File: config.mk
export PLATFORM = sky130hd
export DESIGN_NAME = ran_gcd
export DESIGN_NICKNAME = d
export VERILOG_FILES = /design/src/hdl/assert_macros.svh /design/src/hdl/ran_pkg.sv /design/src/hdl/ran_gcd.sv
export SDC_FILE = /design/constraint.sdc
export NUM_CORES = 1
export LEC_CHECK = 0
export BUFFER_PORTS_ARGS = -buffer_cell sky130_fd_sc_hd__buf_2
export CAP_MARGIN = 20
export CORE_UTILIZATION = 65
export CTS_CLUSTER_DIAMETER = 40
export DETAILED_ROUTE_END_ITERATION = 10
export GPL_TIMING_DRIVEN = 0
export HOLD_SLACK_MARGIN = 0.06
export PLACE_DENSITY = 0.87
export SLEW_MARGIN = 20
export SYNTH_ARGS = -nofsm -noshare
export SYNTH_HDL_FRONTEND = slang
export SYNTH_SLANG_ARGS = --single-unit
File: constraint.sdc
create_clock -name clk -period 16.6 [get_ports clk]
set_clock_uncertainty 0.2 [all_clocks]
set_input_delay 3.32 -clock clk [delete_from_list [all_inputs] [get_ports clk]]
set_output_delay 3.32 -clock clk [all_outputs]
set_load 0.005 [all_outputs]
File: src/hdl/assert_macros.svh
// Assertion macros used by the rational adder RTL.
// Depends on nothing; the using module supplies clk and rst_n.
`ifndef ASSERT_MACROS_SVH
`define ASSERT_MACROS_SVH
`ifndef NO_ASSERTIONS
`define RAN_ASSERT(lbl, prop, msg) \
  lbl: assert property (@(posedge clk) disable iff (!rst_n) prop) else $error(msg);
`define RAN_NEVER(lbl, expr, msg) \
  lbl: assert property (@(posedge clk) disable iff (!rst_n) !(expr)) else $error(msg);
`else
`define RAN_ASSERT(lbl, prop, msg)
`define RAN_NEVER(lbl, expr, msg)
`endif
`endif

File: src/hdl/ran_pkg.sv
// Package for the rational adder: widths, state type and the structs
// passed between the GCD unit, the divider cells and the top level.
`timescale 1ns / 1ps
package ran_pkg;
  localparam int WORD_W     = 32;
  localparam int REM_W      = WORD_W - 1;
  localparam int DIV_STAGES = WORD_W;
  localparam int CNT_W      = $clog2(DIV_STAGES + 1);
  localparam int SHIFT_W    = $clog2(WORD_W);
  localparam int NUM_W      = 16;
  localparam int DEN_W      = 15;
  localparam int SDEN_W     = 30;

  typedef enum logic [2:0] {
    ST_IDLE,
    ST_MUL,
    ST_LOAD,
    ST_GCD,
    ST_DIV
  } ran_state_t;

  // One stage of the restoring divider: two dividends share one divisor.
  typedef struct packed {
    logic [REM_W-1:0]  rem_a;
    logic [WORD_W-1:0] word_a;
    logic [REM_W-1:0]  rem_b;
    logic [WORD_W-1:0] word_b;
    logic [WORD_W-1:0] divisor;
  } ran_cell_t;

  typedef struct packed {
    logic              busy;
    logic              done;
    logic [WORD_W-1:0] g;
  } ran_gcd_res_t;
endpackage

File: src/hdl/ran_gcd.sv
// Binary (Stein) GCD unit, one subtract-or-halve step per cycle.
// Depends on ran_pkg.
`timescale 1ns / 1ps
module ran_gcd (
  input  logic                       clk,
  input  logic                       rst_n,
  input  logic                       start,
  input  logic [ran_pkg::WORD_W-1:0] x0,
  input  logic [ran_pkg::WORD_W-1:0] y0,
  output ran_pkg::ran_gcd_res_t      res
);
  import ran_pkg::*;

  logic [WORD_W-1:0]  x_r, x_nxt, y_r, y_nxt, g_r;
  logic [SHIFT_W-1:0] k_r, k_nxt;
  logic               busy_r, done_r, fin;

  assign fin = (x_r == '0) || (y_r == '0);

  always_comb begin
    x_nxt = x_r;
    y_nxt = y_r;
    k_nxt = k_r;
    if (!x_r[0] && !y_r[0]) begin
      x_nxt = x_r >> 1;
      y_nxt = y_r >> 1;
      k_nxt = k_r + 1'b1;
    end else if (!x_r[0]) begin
      x_nxt = x_r >> 1;
    end else if (!y_r[0]) begin
      y_nxt = y_r >> 1;
    end else if (x_r >= y_r) begin
      // Both odd: the difference is even, so halve it at once.
      x_nxt = (x_r - y_r) >> 1;
    end else begin
      y_nxt = (y_r - x_r) >> 1;
    end
  end

  always_ff @(posedge clk) begin
    if (!rst_n) begin
      busy_r <= 1'b0;
      done_r <= 1'b0;
    end else begin
      done_r <= !start && busy_r && fin;
      if (start) begin
        busy_r <= 1'b1;
      end else if (busy_r && fin) begin
        busy_r <= 1'b0;
      end
    end
  end

  always_ff @(posedge clk) begin
    if (start) begin
      x_r <= x0;
      y_r <= y0;
      k_r <= '0;
    end else if (busy_r && fin) begin
      // One operand is zero, so the OR is the other one.
      g_r <= (x_r | y_r) << k_r;
    end else if (busy_r) begin
      x_r <= x_nxt;
      y_r <= y_nxt;
      k_r <= k_nxt;
    end
  end

  assign res.busy = busy_r;
  assign res.done = done_r;
  assign res.g    = g_r;
endmodule

Word-level counts from Yosys, hierarchy flattened
Index checks and enable logic that the tools add are counted.
- add/sub/neg operators: 3
- order comparisons: 1
- eq/ne operators: 4
- shift-type cells: 1
- multiplexer cells: 16
- bitwise gates (word level): 3
- reductions and logical operators: 19
- operators with widths (cell ; number):
    2-to-1 mux 32 bit ; 14
    logical NOT 32 bit ; 2
    subtractor 32 bit ; 2
    greater-or-equal comparator 32 bit ; 1
    bitwise OR 32 bit ; 1
    left shift 32 x 5 -> 32 bit ; 1
    inequality test 4 x 2 -> 1 bit, second input constant ; 2
    AND reduction 4 bit ; 2
    AND reduction 3 bit ; 2
    adder 5 x 1 -> 5 bit, second input constant ; 1
    logical AND 1 bit ; 4
    inequality test 4 bit, second input constant ; 1
    AND reduction 2 bit ; 2
    nonzero test 2 bit ; 2
    logical NOT 1 bit ; 3
    nonzero test 3 bit ; 1
    2-to-1 mux 1 bit ; 2
    inequality test 2 bit, second input constant ; 1
    inverter 1 bit ; 2
    logical OR 1 bit ; 1
- bits in registers: 103
- bits of input ports: 67
- output and inout bits: 34
- logic and storage cells: 55

Longest topological paths before layout
Gate-level depths: netlist (run 1).
- depth after elaboration: 8
- mapped depth: 14
- gate-level depth less buffers: 12

Least setup slack after synthesis (run 1)
No wires, ideal clock.
- path kind: in2reg
- start: in start
- end: reg y_r[10], enable pin
- library setup time: 467 ps
- arrival: 6332 ps
- data required time: 15933 ps
- setup slack: 9601 ps
- stages: 4
- path buffers: 2
- cells stage by stage: clkbuf_1 -> clkbuf_1 -> o21bai_1 -> a21boi_0
- longest elaborated chain between the ends: 2
- elaborated cells between the ends (all ways): 5
- classes of those cells: eq/ne (2); reduce/logical (3)
- RTL lines (what ; RTL line ; source):
    start: declaration ; ran_gcd.sv:7 ; input logic start,
    inequality test 4 bit (no source line) (tied with other cells) ; n/a ;
    AND reduction 4 bit (no source line) * ; n/a ;
    end signal: assignment ; ran_gcd.sv:57 ; y_r <= y0;
    end signal: assignment ; ran_gcd.sv:64 ; y_r <= y_nxt;
    end: declaration ; ran_gcd.sv:14 ; logic [WORD_W-1:0] x_r, x_nxt, y_r, y_nxt, g_r;
Mark *: on every way between the ends. The rest lies on a longest branch, timed or not.
A chain may end at the register's enable or synchronous reset.

Final worst setup path (run 1)
- start: reg x_r[7]
- end: reg x_r[30], data pin
- longest elaborated chain between the ends: 8
- RTL lines (what ; RTL line ; source):
    start: declaration ; ran_gcd.sv:14 ;
    start signal: assignment ; ran_gcd.sv:63 ; x_r <= x_nxt;
    subtractor 32 bit ; ran_gcd.sv:34 ; x_nxt = (x_r - y_r) >> 1;
    2-to-1 mux 32 bit ; ran_gcd.sv:32 ; end else if (x_r >= y_r) begin
    2-to-1 mux 32 bit ; ran_gcd.sv:30 ; end else if (!y_r[0]) begin
    2-to-1 mux 32 bit ; ran_gcd.sv:28 ; end else if (!x_r[0]) begin
    2-to-1 mux 32 bit ; ran_gcd.sv:24 ; if (!x_r[0] && !y_r[0]) begin
    2-to-1 mux 32 bit ; ran_gcd.sv:62 ; end else if (busy_r) begin
    2-to-1 mux 32 bit ; ran_gcd.sv:59 ; end else if (busy_r && fin) begin
    2-to-1 mux 32 bit ; ran_gcd.sv:55 ; if (start) begin
Every way passes these cells. The select of a mux whose other input is x is not followed.

==> out/results.tsv, run 1 <==
stage	metric	value	unit
cells_and_area	Ant. Diodes	0	
placement	Post-DP Area	11100	sq um
drt	number of remaining DRC errors	1	
placement	DPL Wire Length	28.1	mm
setup_path	Worst path top cell family by delay	compound AO/OA/AOI/OAI gates	
setup_path	Worst Path Arrival	5.23	ns
setup_path	worst path cell trace	inv_1 > ha_1 > clkbuf_1 > nor4_1 > o31ai_1 > a31oi_1 > a21oi_1 > o31ai_1 > a21oi_1 > o21ai_0 > xor2_1 > o221ai_1	
cells_and_area	Final Cell Area	11400	sq um
cells_and_area	layout cell share with drive strength beyond 1	16.9	%
global_route	vias in the first global route	9525	
cts	clk_lat worst skew	0.37	ns
timing	Final TNS setup	0	ns
setup_path	Req. time, crit path	16.50	ns
floorplanning	Chip Width	128	um
yosys	Avg Inst Size Synth	8.88	sq um
timing	Tmin final	5.34	ns
drt	drt wl/cell	23.9	um
cts	CTS tree	built	
drt	Post-Route WL	35.5	mm
placement	input/output buffers	99	
cts	CTS resizes	0	
yosys	Synth Net Count	1322	
power_and_ir_drop	VDD IR-drop max	0.0666	mV
power_and_ir_drop	Pwr Density	127	nW/um^2
min_path	hold path start	k_r[1]	
timing	FMAX	187	MHz
setup_path	worst reg2reg path startpoint	x_r[7]	
floorplanning	DIE HEIGHT	128	um
drt	average vias per placed instance	6.74	
yosys	yosys warns	0	
run	max cap viols	0	
cells_and_area	P&R area growth vs syn	11.4	%
setup_path	Setup Crit Path Kind	reg2reg	
timing	Pins Over Slew Limit	0	
global_route	largest net degree at the start of global routing	24	
floorplanning	Starting Density	67.0	%
cts	Root Driver	clkbuf_16	
yosys	cell count after synthesis	1156	
drt	drt pass-1 iters	9	
drt	DR iter-0 viols	1359	
yosys	Primary FF master, synth	edfxtp_1	
setup_path	max incr delay on CP	0.99	ns
cts	total clock sinks	103	
yosys	post-synthesis cell area	10300	sq um
setup_path	CP Max Fanout	8	
drt	antenna-violating nets left	0	
timing	Max-slew headroom	25.1	%
cts	CTS clk-pin slew, worst paths	0.08	ns
yosys	EDFF count, synth	96	
setup_path	r2r setup slk	11.26	ns
timing	RSZ-0062 raised after global routing	no	
global_route	global-route usage over all layers	44.2	%
cts	cts hold-fix bufs	0	
yosys	post-synthesis cell type count	70	
timing	Setup violations, final	0	
power_and_ir_drop	Pleak	0.00471	uW
cts	H-tree levels	3	
drt	Via Count	10000	
yosys	register area share after synthesis	29.5	%
status	failing checks	design-rule violations	
timing	Hold Violations, Final	0	
setup_path	R2R cell count	12	
timing	worst-margin pin slew	1.11	ns
yosys	Post-synth ARST share	0	%
floorplanning	I/O pin cnt	101	
status	status	finished, violations left	
global_route	GR Overflow Total	0	
min_path	Hold Path Depth	3	
setup_path	worst path bufs/invs	2	
cts	maximum number of buffers from clock root to sink	2	
cts	post-CTS setup buffers	0	
cts	TritonCTS Buffers	9	
min_path	worst hold path type	reg2reg	
min_path	hold worst-path end	k_r[1]	
cells_and_area	Final #Nets	1437	
setup_path	Slowest-stage cell, CP	nor4_1	
setup_path	crit start category	register	
placement	GP Congestion	1.01	
floorplanning	FP Rows	45	
yosys	Yosys reg bits	103	
setup_path	Critical Path End Type	register	
floorplanning	DIE AREA	16300	sq um
setup_path	RR Endpoint	x_r[30]	
cells_and_area	post-route insts no fill	1487	
floorplanning	Placeable Area	15300	sq um
global_route	first-pass GRT wire length	53.7	mm
placement	DP Cell Count	1471	
cells_and_area	Final Core Density	74.6	%
global_route	initial antenna violation count	0	
timing	Tcrit/Tclk final	32.1	%
-- layer usage --
| layer | track usage (%) | vias up | wire length, um |
|---|---|---|---|
| li1 | - | 4426 | - |
| met1 | 54.9 | 4641 | 13100 |
| met2 | 68.8 | 780 | 15700 |
| met3 | 11.4 | 178 | 4420 |
| met4 | 27.8 | 0 | 2300 |
| met5 | 0 | - | 0 |
-- through the flow --
stage / hold slack, ns / total power (uW) / setup WS, ns
after floorplan: 0.371 / 941 / 9.60
after global placement: 0.383 / 1160 / 7.90
after detailed placement: 0.417 / 1170 / 10.97
after CTS: 0.434 / 1410 / 11.35
after global routing: 0.482 / 1510 / 11.17
final: 0.436 / 1450 / 11.26
-- area by class of cell --
cell class | count | area (sq um)
clock buffer | 10 | 239
tap | 211 | 264
inverter | 136 | 510
clock inverter | 6 | 76.3
timing repair buffer | 104 | 569
buffer | 75 | 363
fill | 1180 | 3890
sequential | 103 | 3020
multi-input combinational | 842 | 6380
-- worst register-to-register path: stages (launching register included) --
cell and delay (ns):
edfxtp_1 0.53, inv_1 0.16, ha_1 0.32, clkbuf_1 0.23, nor4_1 0.99, o31ai_1 0.18
a31oi_1 0.37, a21oi_1 0.30, o31ai_1 0.81, a21oi_1 0.36, o21ai_0 0.30, xor2_1 0.19
o221ai_1 0.13
-- synth_stat cells, drive strengths merged, types with 25 or more instances --
cell type    n  share of area, %
xnor2       55               4.7
nand2       67               2.5
nor2        74               2.7
a221oi      31               3.5
mux2i       26               2.5
edfxtp      96                28
nor4        29               1.8
clkbuf      53               1.9
inv        135               4.9
a21oi      129               6.8
ha          97                12
o21ai       54               2.7
a211oi      25               1.8
-- layout by cell type, fill, tap and decap left out, types with 17 or more instances in the layout --
cell type / instances
xnor2_1: 55
o21ai_0: 48
inv_1: 135
nor2_1: 74
edfxtp_1: 96
nand2_1: 67
nor4_1: 29
nor3_1: 20
buf_2: 111
a221oi_1: 17
a211oi_1: 25
a21oi_1: 115
clkbuf_1: 53
mux2i_1: 26
nor2b_1: 18
ha_1: 97
o21bai_1: 17
-- flip-flops by register name (all words and copies together) (netlist names) --
| name | count |
|---|---|
| g_r | 32 |
| x_r | 32 |
| done_r | 1 |
| y_r | 32 |
| k_r | 5 |
| busy_r | 1 |
-- cell families (layout without fill, tap and decap cells) --
kind of cell | after synthesis | in the layout | synth area share, %
flip-flops | 103 | 103 | 29.5
AND/OR/NAND/NOR | 270 | 270 | 12.9
AO/OA/AOI/OAI | 355 | 355 | 24.0
adder cells (fa/ha/maj) | 99 | 99 | 12.2
buffers and inverters | 211 | 331 | 8.51
XOR/XNOR | 62 | 62 | 5.29
multiplexers | 56 | 56 | 7.59
-- worst max-delay path by stage --
stage                      start      end  cells after the start
final                     x_r[7]  x_r[30]                     12
after floorplan            start  y_r[10]                      4
after global placement     start  y_r[10]                      4
after global routing       start  y_r[31]                      5
after CTS                  start  y_r[31]                      5
after detailed placement   start  y_r[15]                      5
-- power breakdown --
part | switching [uW] | internal, uW
registers | 48.6 | 333
logic | 530 | 302
clock network | 110 | 124
Power figures use the tool's default switching activity.
==> inputs of run 2 (changes only) <==
--- a/config.mk
+++ b/config.mk
@@ -7,12 +7,12 @@
 export LEC_CHECK = 0
 export BUFFER_PORTS_ARGS = -buffer_cell sky130_fd_sc_hd__buf_2
 export CAP_MARGIN = 20
-export CORE_UTILIZATION = 65
+export CORE_UTILIZATION = 55
 export CTS_CLUSTER_DIAMETER = 40
 export DETAILED_ROUTE_END_ITERATION = 10
 export GPL_TIMING_DRIVEN = 0
 export HOLD_SLACK_MARGIN = 0.06
-export PLACE_DENSITY = 0.87
+export PLACE_DENSITY = 0.78
 export SLEW_MARGIN = 20
 export SYNTH_ARGS = -nofsm -noshare
 export SYNTH_HDL_FRONTEND = slang
==> constraint.sdc (replaced) <==
create_clock -name clk -period 4.8 [get_ports clk]
set_clock_uncertainty 0.2 [all_clocks]
set_input_delay 0.96 -clock clk [delete_from_list [all_inputs] [get_ports clk]]
set_output_delay 0.96 -clock clk [all_outputs]
set_load 0.005 [all_outputs]
==> run 2 against run 1 <==
  * The run still ends with design-rule violations left
  * Global-route usage shrank 6.6 points
  * Wire length up 1.1%
  * Cell area rose by 0.41%
  * Non-clock buffer count up 2
  * Sequential power grew to 3.5 times the previous value
  * Critical endpoint unchanged
==> out/results.tsv, run 2 (synthesized netlist as in run 1, its figures left out) <==
stage	metric	value	unit
global_route	first-pass GRT wire length	54.5	mm
global_route	initial antenna violation count	0	
floorplanning	I/O pin cnt	101	
placement	input/output buffers	99	
power_and_ir_drop	VDD IR-drop max	0.188	mV
global_route	GR Overflow Total	0	
timing	worst-margin pin slew	0.871	ns
setup_path	Critical Path End Type	register	
min_path	Hold Path Depth	3	
drt	drt wl/cell	23.8	um
power_and_ir_drop	Pwr Density	436	nW/um^2
drt	Via Count	9748	
floorplanning	DIE AREA	19200	sq um
cts	CTS clk-pin slew, worst paths	0.08	ns
timing	Hold Violations, Final	0	
timing	Max-slew headroom	41.9	%
drt	average vias per placed instance	6.47	
cts	total clock sinks	103	
status	status	finished, violations left	
drt	drt pass-1 iters	9	
cells_and_area	fillers	1619	
timing	Min Hold Slack	0.421	ns
global_route	global-route usage over all layers	37.6	%
setup_path	Req. time, crit path	4.70	ns
placement	DPL Wire Length	28.6	mm
setup_path	worst reg2reg path startpoint	x_r[7]	
cts	H-tree levels	3	
floorplanning	Placeable Area	18100	sq um
min_path	worst hold path type	reg2reg	
timing	Tcrit/Tclk final	94.5	%
setup_path	max incr delay on CP	0.70	ns
cells_and_area	P&R area growth vs syn	11.8	%
cts	cts hold-fix bufs	0	
setup_path	Worst Path Arrival	4.44	ns
setup_path	worst path cell trace	inv_1 > ha_1 > clkbuf_1 > nor4_2 > o31ai_1 > a31oi_1 > a21oi_1 > o31ai_2 > a21oi_1 > o21ai_0 > xor2_1 > o221ai_1	
cells_and_area	Ant. Diodes	0	
floorplanning	FP Rows	49	
timing	Pins Over Slew Limit	0	
status	failing checks	design-rule violations	
timing	Tmin final	4.54	ns
floorplanning	DIE HEIGHT	139	um
cts	TritonCTS Buffers	9	
timing	FMAX	220	MHz
drt	DR iter-0 viols	1231	
cells_and_area	layout cell share with drive strength beyond 1	17.2	%
drt	number of remaining DRC errors	8	
floorplanning	Starting Density	56.5	%
setup_path	Setup Crit Path Kind	reg2reg	
drt	Post-Route WL	35.9	mm
setup_path	crit start category	register	
global_route	vias in the first global route	9260	
floorplanning	Chip Width	139	um
power_and_ir_drop	Pleak	0.00471	uW
run	max cap viols	0	
placement	DP Cell Count	1491	
cts	Root Driver	clkbuf_16	
cells_and_area	largest registers	g_r (32), x_r (32), y_r (32)	
cells_and_area	Final #Nets	1439	
setup_path	Slowest-stage cell, CP	nor4_2	
cells_and_area	most common cell after layout, fill and taps aside	inv_1	
cells_and_area	post-route insts no fill	1507	
setup_path	most used cell, CP	a21oi_1	
setup_path	RR Endpoint	x_r[30]	
timing	Setup violations, final	0	
min_path	hold path start	k_r[1]	
cts	clk_lat worst skew	0.38	ns
placement	GP Congestion	0.972	
drt	antenna-violating nets left	0	
setup_path	CP Max Fanout	8	
global_route	largest net degree at the start of global routing	20	
cts	maximum number of buffers from clock root to sink	2	
min_path	hold worst-path end	k_r[1]	
setup_path	r2r setup slk	0.26	ns
cts	CTS tree	built	
timing	RSZ-0062 raised after global routing	no	
cts	post-CTS setup buffers	0	
setup_path	R2R cell count	12	
cells_and_area	commonest non-fill, non-tap cells in the layout	135 x inv_1, 115 x a21oi_1, 111 x buf_2	
==> run 2: changes by cell type in the layout (fill, tap and decap cells not counted), sizes merged <==
cell and delta:
clkinvlp +1, clkinv -2, buf +1, inv +2, clkdlybuf4s15 +1, bufinv -1
==> run 2: area by class of cell <==
type	instances	area (sq um)	share of cell area, %
plain buffers	75	363	3.16
clock buffers	10	250	2.18
clock inverters	6	56.3	0.491
inverters	136	510	4.45
multi-input cells	842	6390	55.7
flip-flops and latches	103	3020	26.3
well taps	229	287	2.50
repair buffers	106	591	5.15
==> run 2: metrics by stage <==
step | setup slack (ns) | setup TNS [ns] | power, uW | util, % | cell area [sq um]
6_report | 0.264 | 0 | 5010 | 63.2 | 11500
4_1_cts | 0.136 | 0 | 4900 | 63.2 | 11500
3_3_place_gp | -1.48 | -72.75 | 4060 | 60.8 | 11000
5_1_grt | 0.109 | 0 | 5240 | 63.2 | 11500
3_5_place_dp | -0.110 | -0.110 | 4090 | 61.5 | 11200
2_1_floorplan | 0.338 | 0 | 3250 | - | 10300
==> run 2: repair_timing <==
| action | in CTS | in global routing |
|---|---|---|
| setup endpoints to repair | 1 | 1 |
| resized for setup | 1 | 1 |
| pin swaps | 0 | 0 |
==> run 2: metal layers <==
metal  global-route usage [%]  share of wire, %  vias up
met2                     59.3                45      573
met5                        0                 0        -
met4                     17.3               4.4        0
li1                         -                 -     4431
met1                     51.0                41     4641
met3                     5.73                10      103
==> run 2: worst max-delay path, delay by kind of cell, from the launching register on <==
kind / cells / cell delay [ns]
simple gates: 1 / 0.70
flops: 1 / 0.52
compound gates: 7 / 1.97
buf+inv: 2 / 0.38
fa+ha+maj: 1 / 0.31
xor+xnor: 1 / 0.17
==> run 2: where the power goes <==
part / total (uW) / internal, uW / switching, uW
Combinational: 2870 / 1060 / 1810
Sequential: 1330 / 1150 / 176
Clock: 806 / 397 / 409
Total: 5010 / 2610 / 2400
==> run 2: how the worst max path moves through the flow <==
stage | from | to | cells after the start
after CTS | x_r[7] | x_r[30] | 12
after floorplan | start | g_r[0] | 3
after global routing | x_r[7] | x_r[20] | 12
after detailed placement | x_r[7] | x_r[30] | 12
after global placement | x_r[7] | y_r[12] | 11
final | x_r[7] | x_r[30] | 12
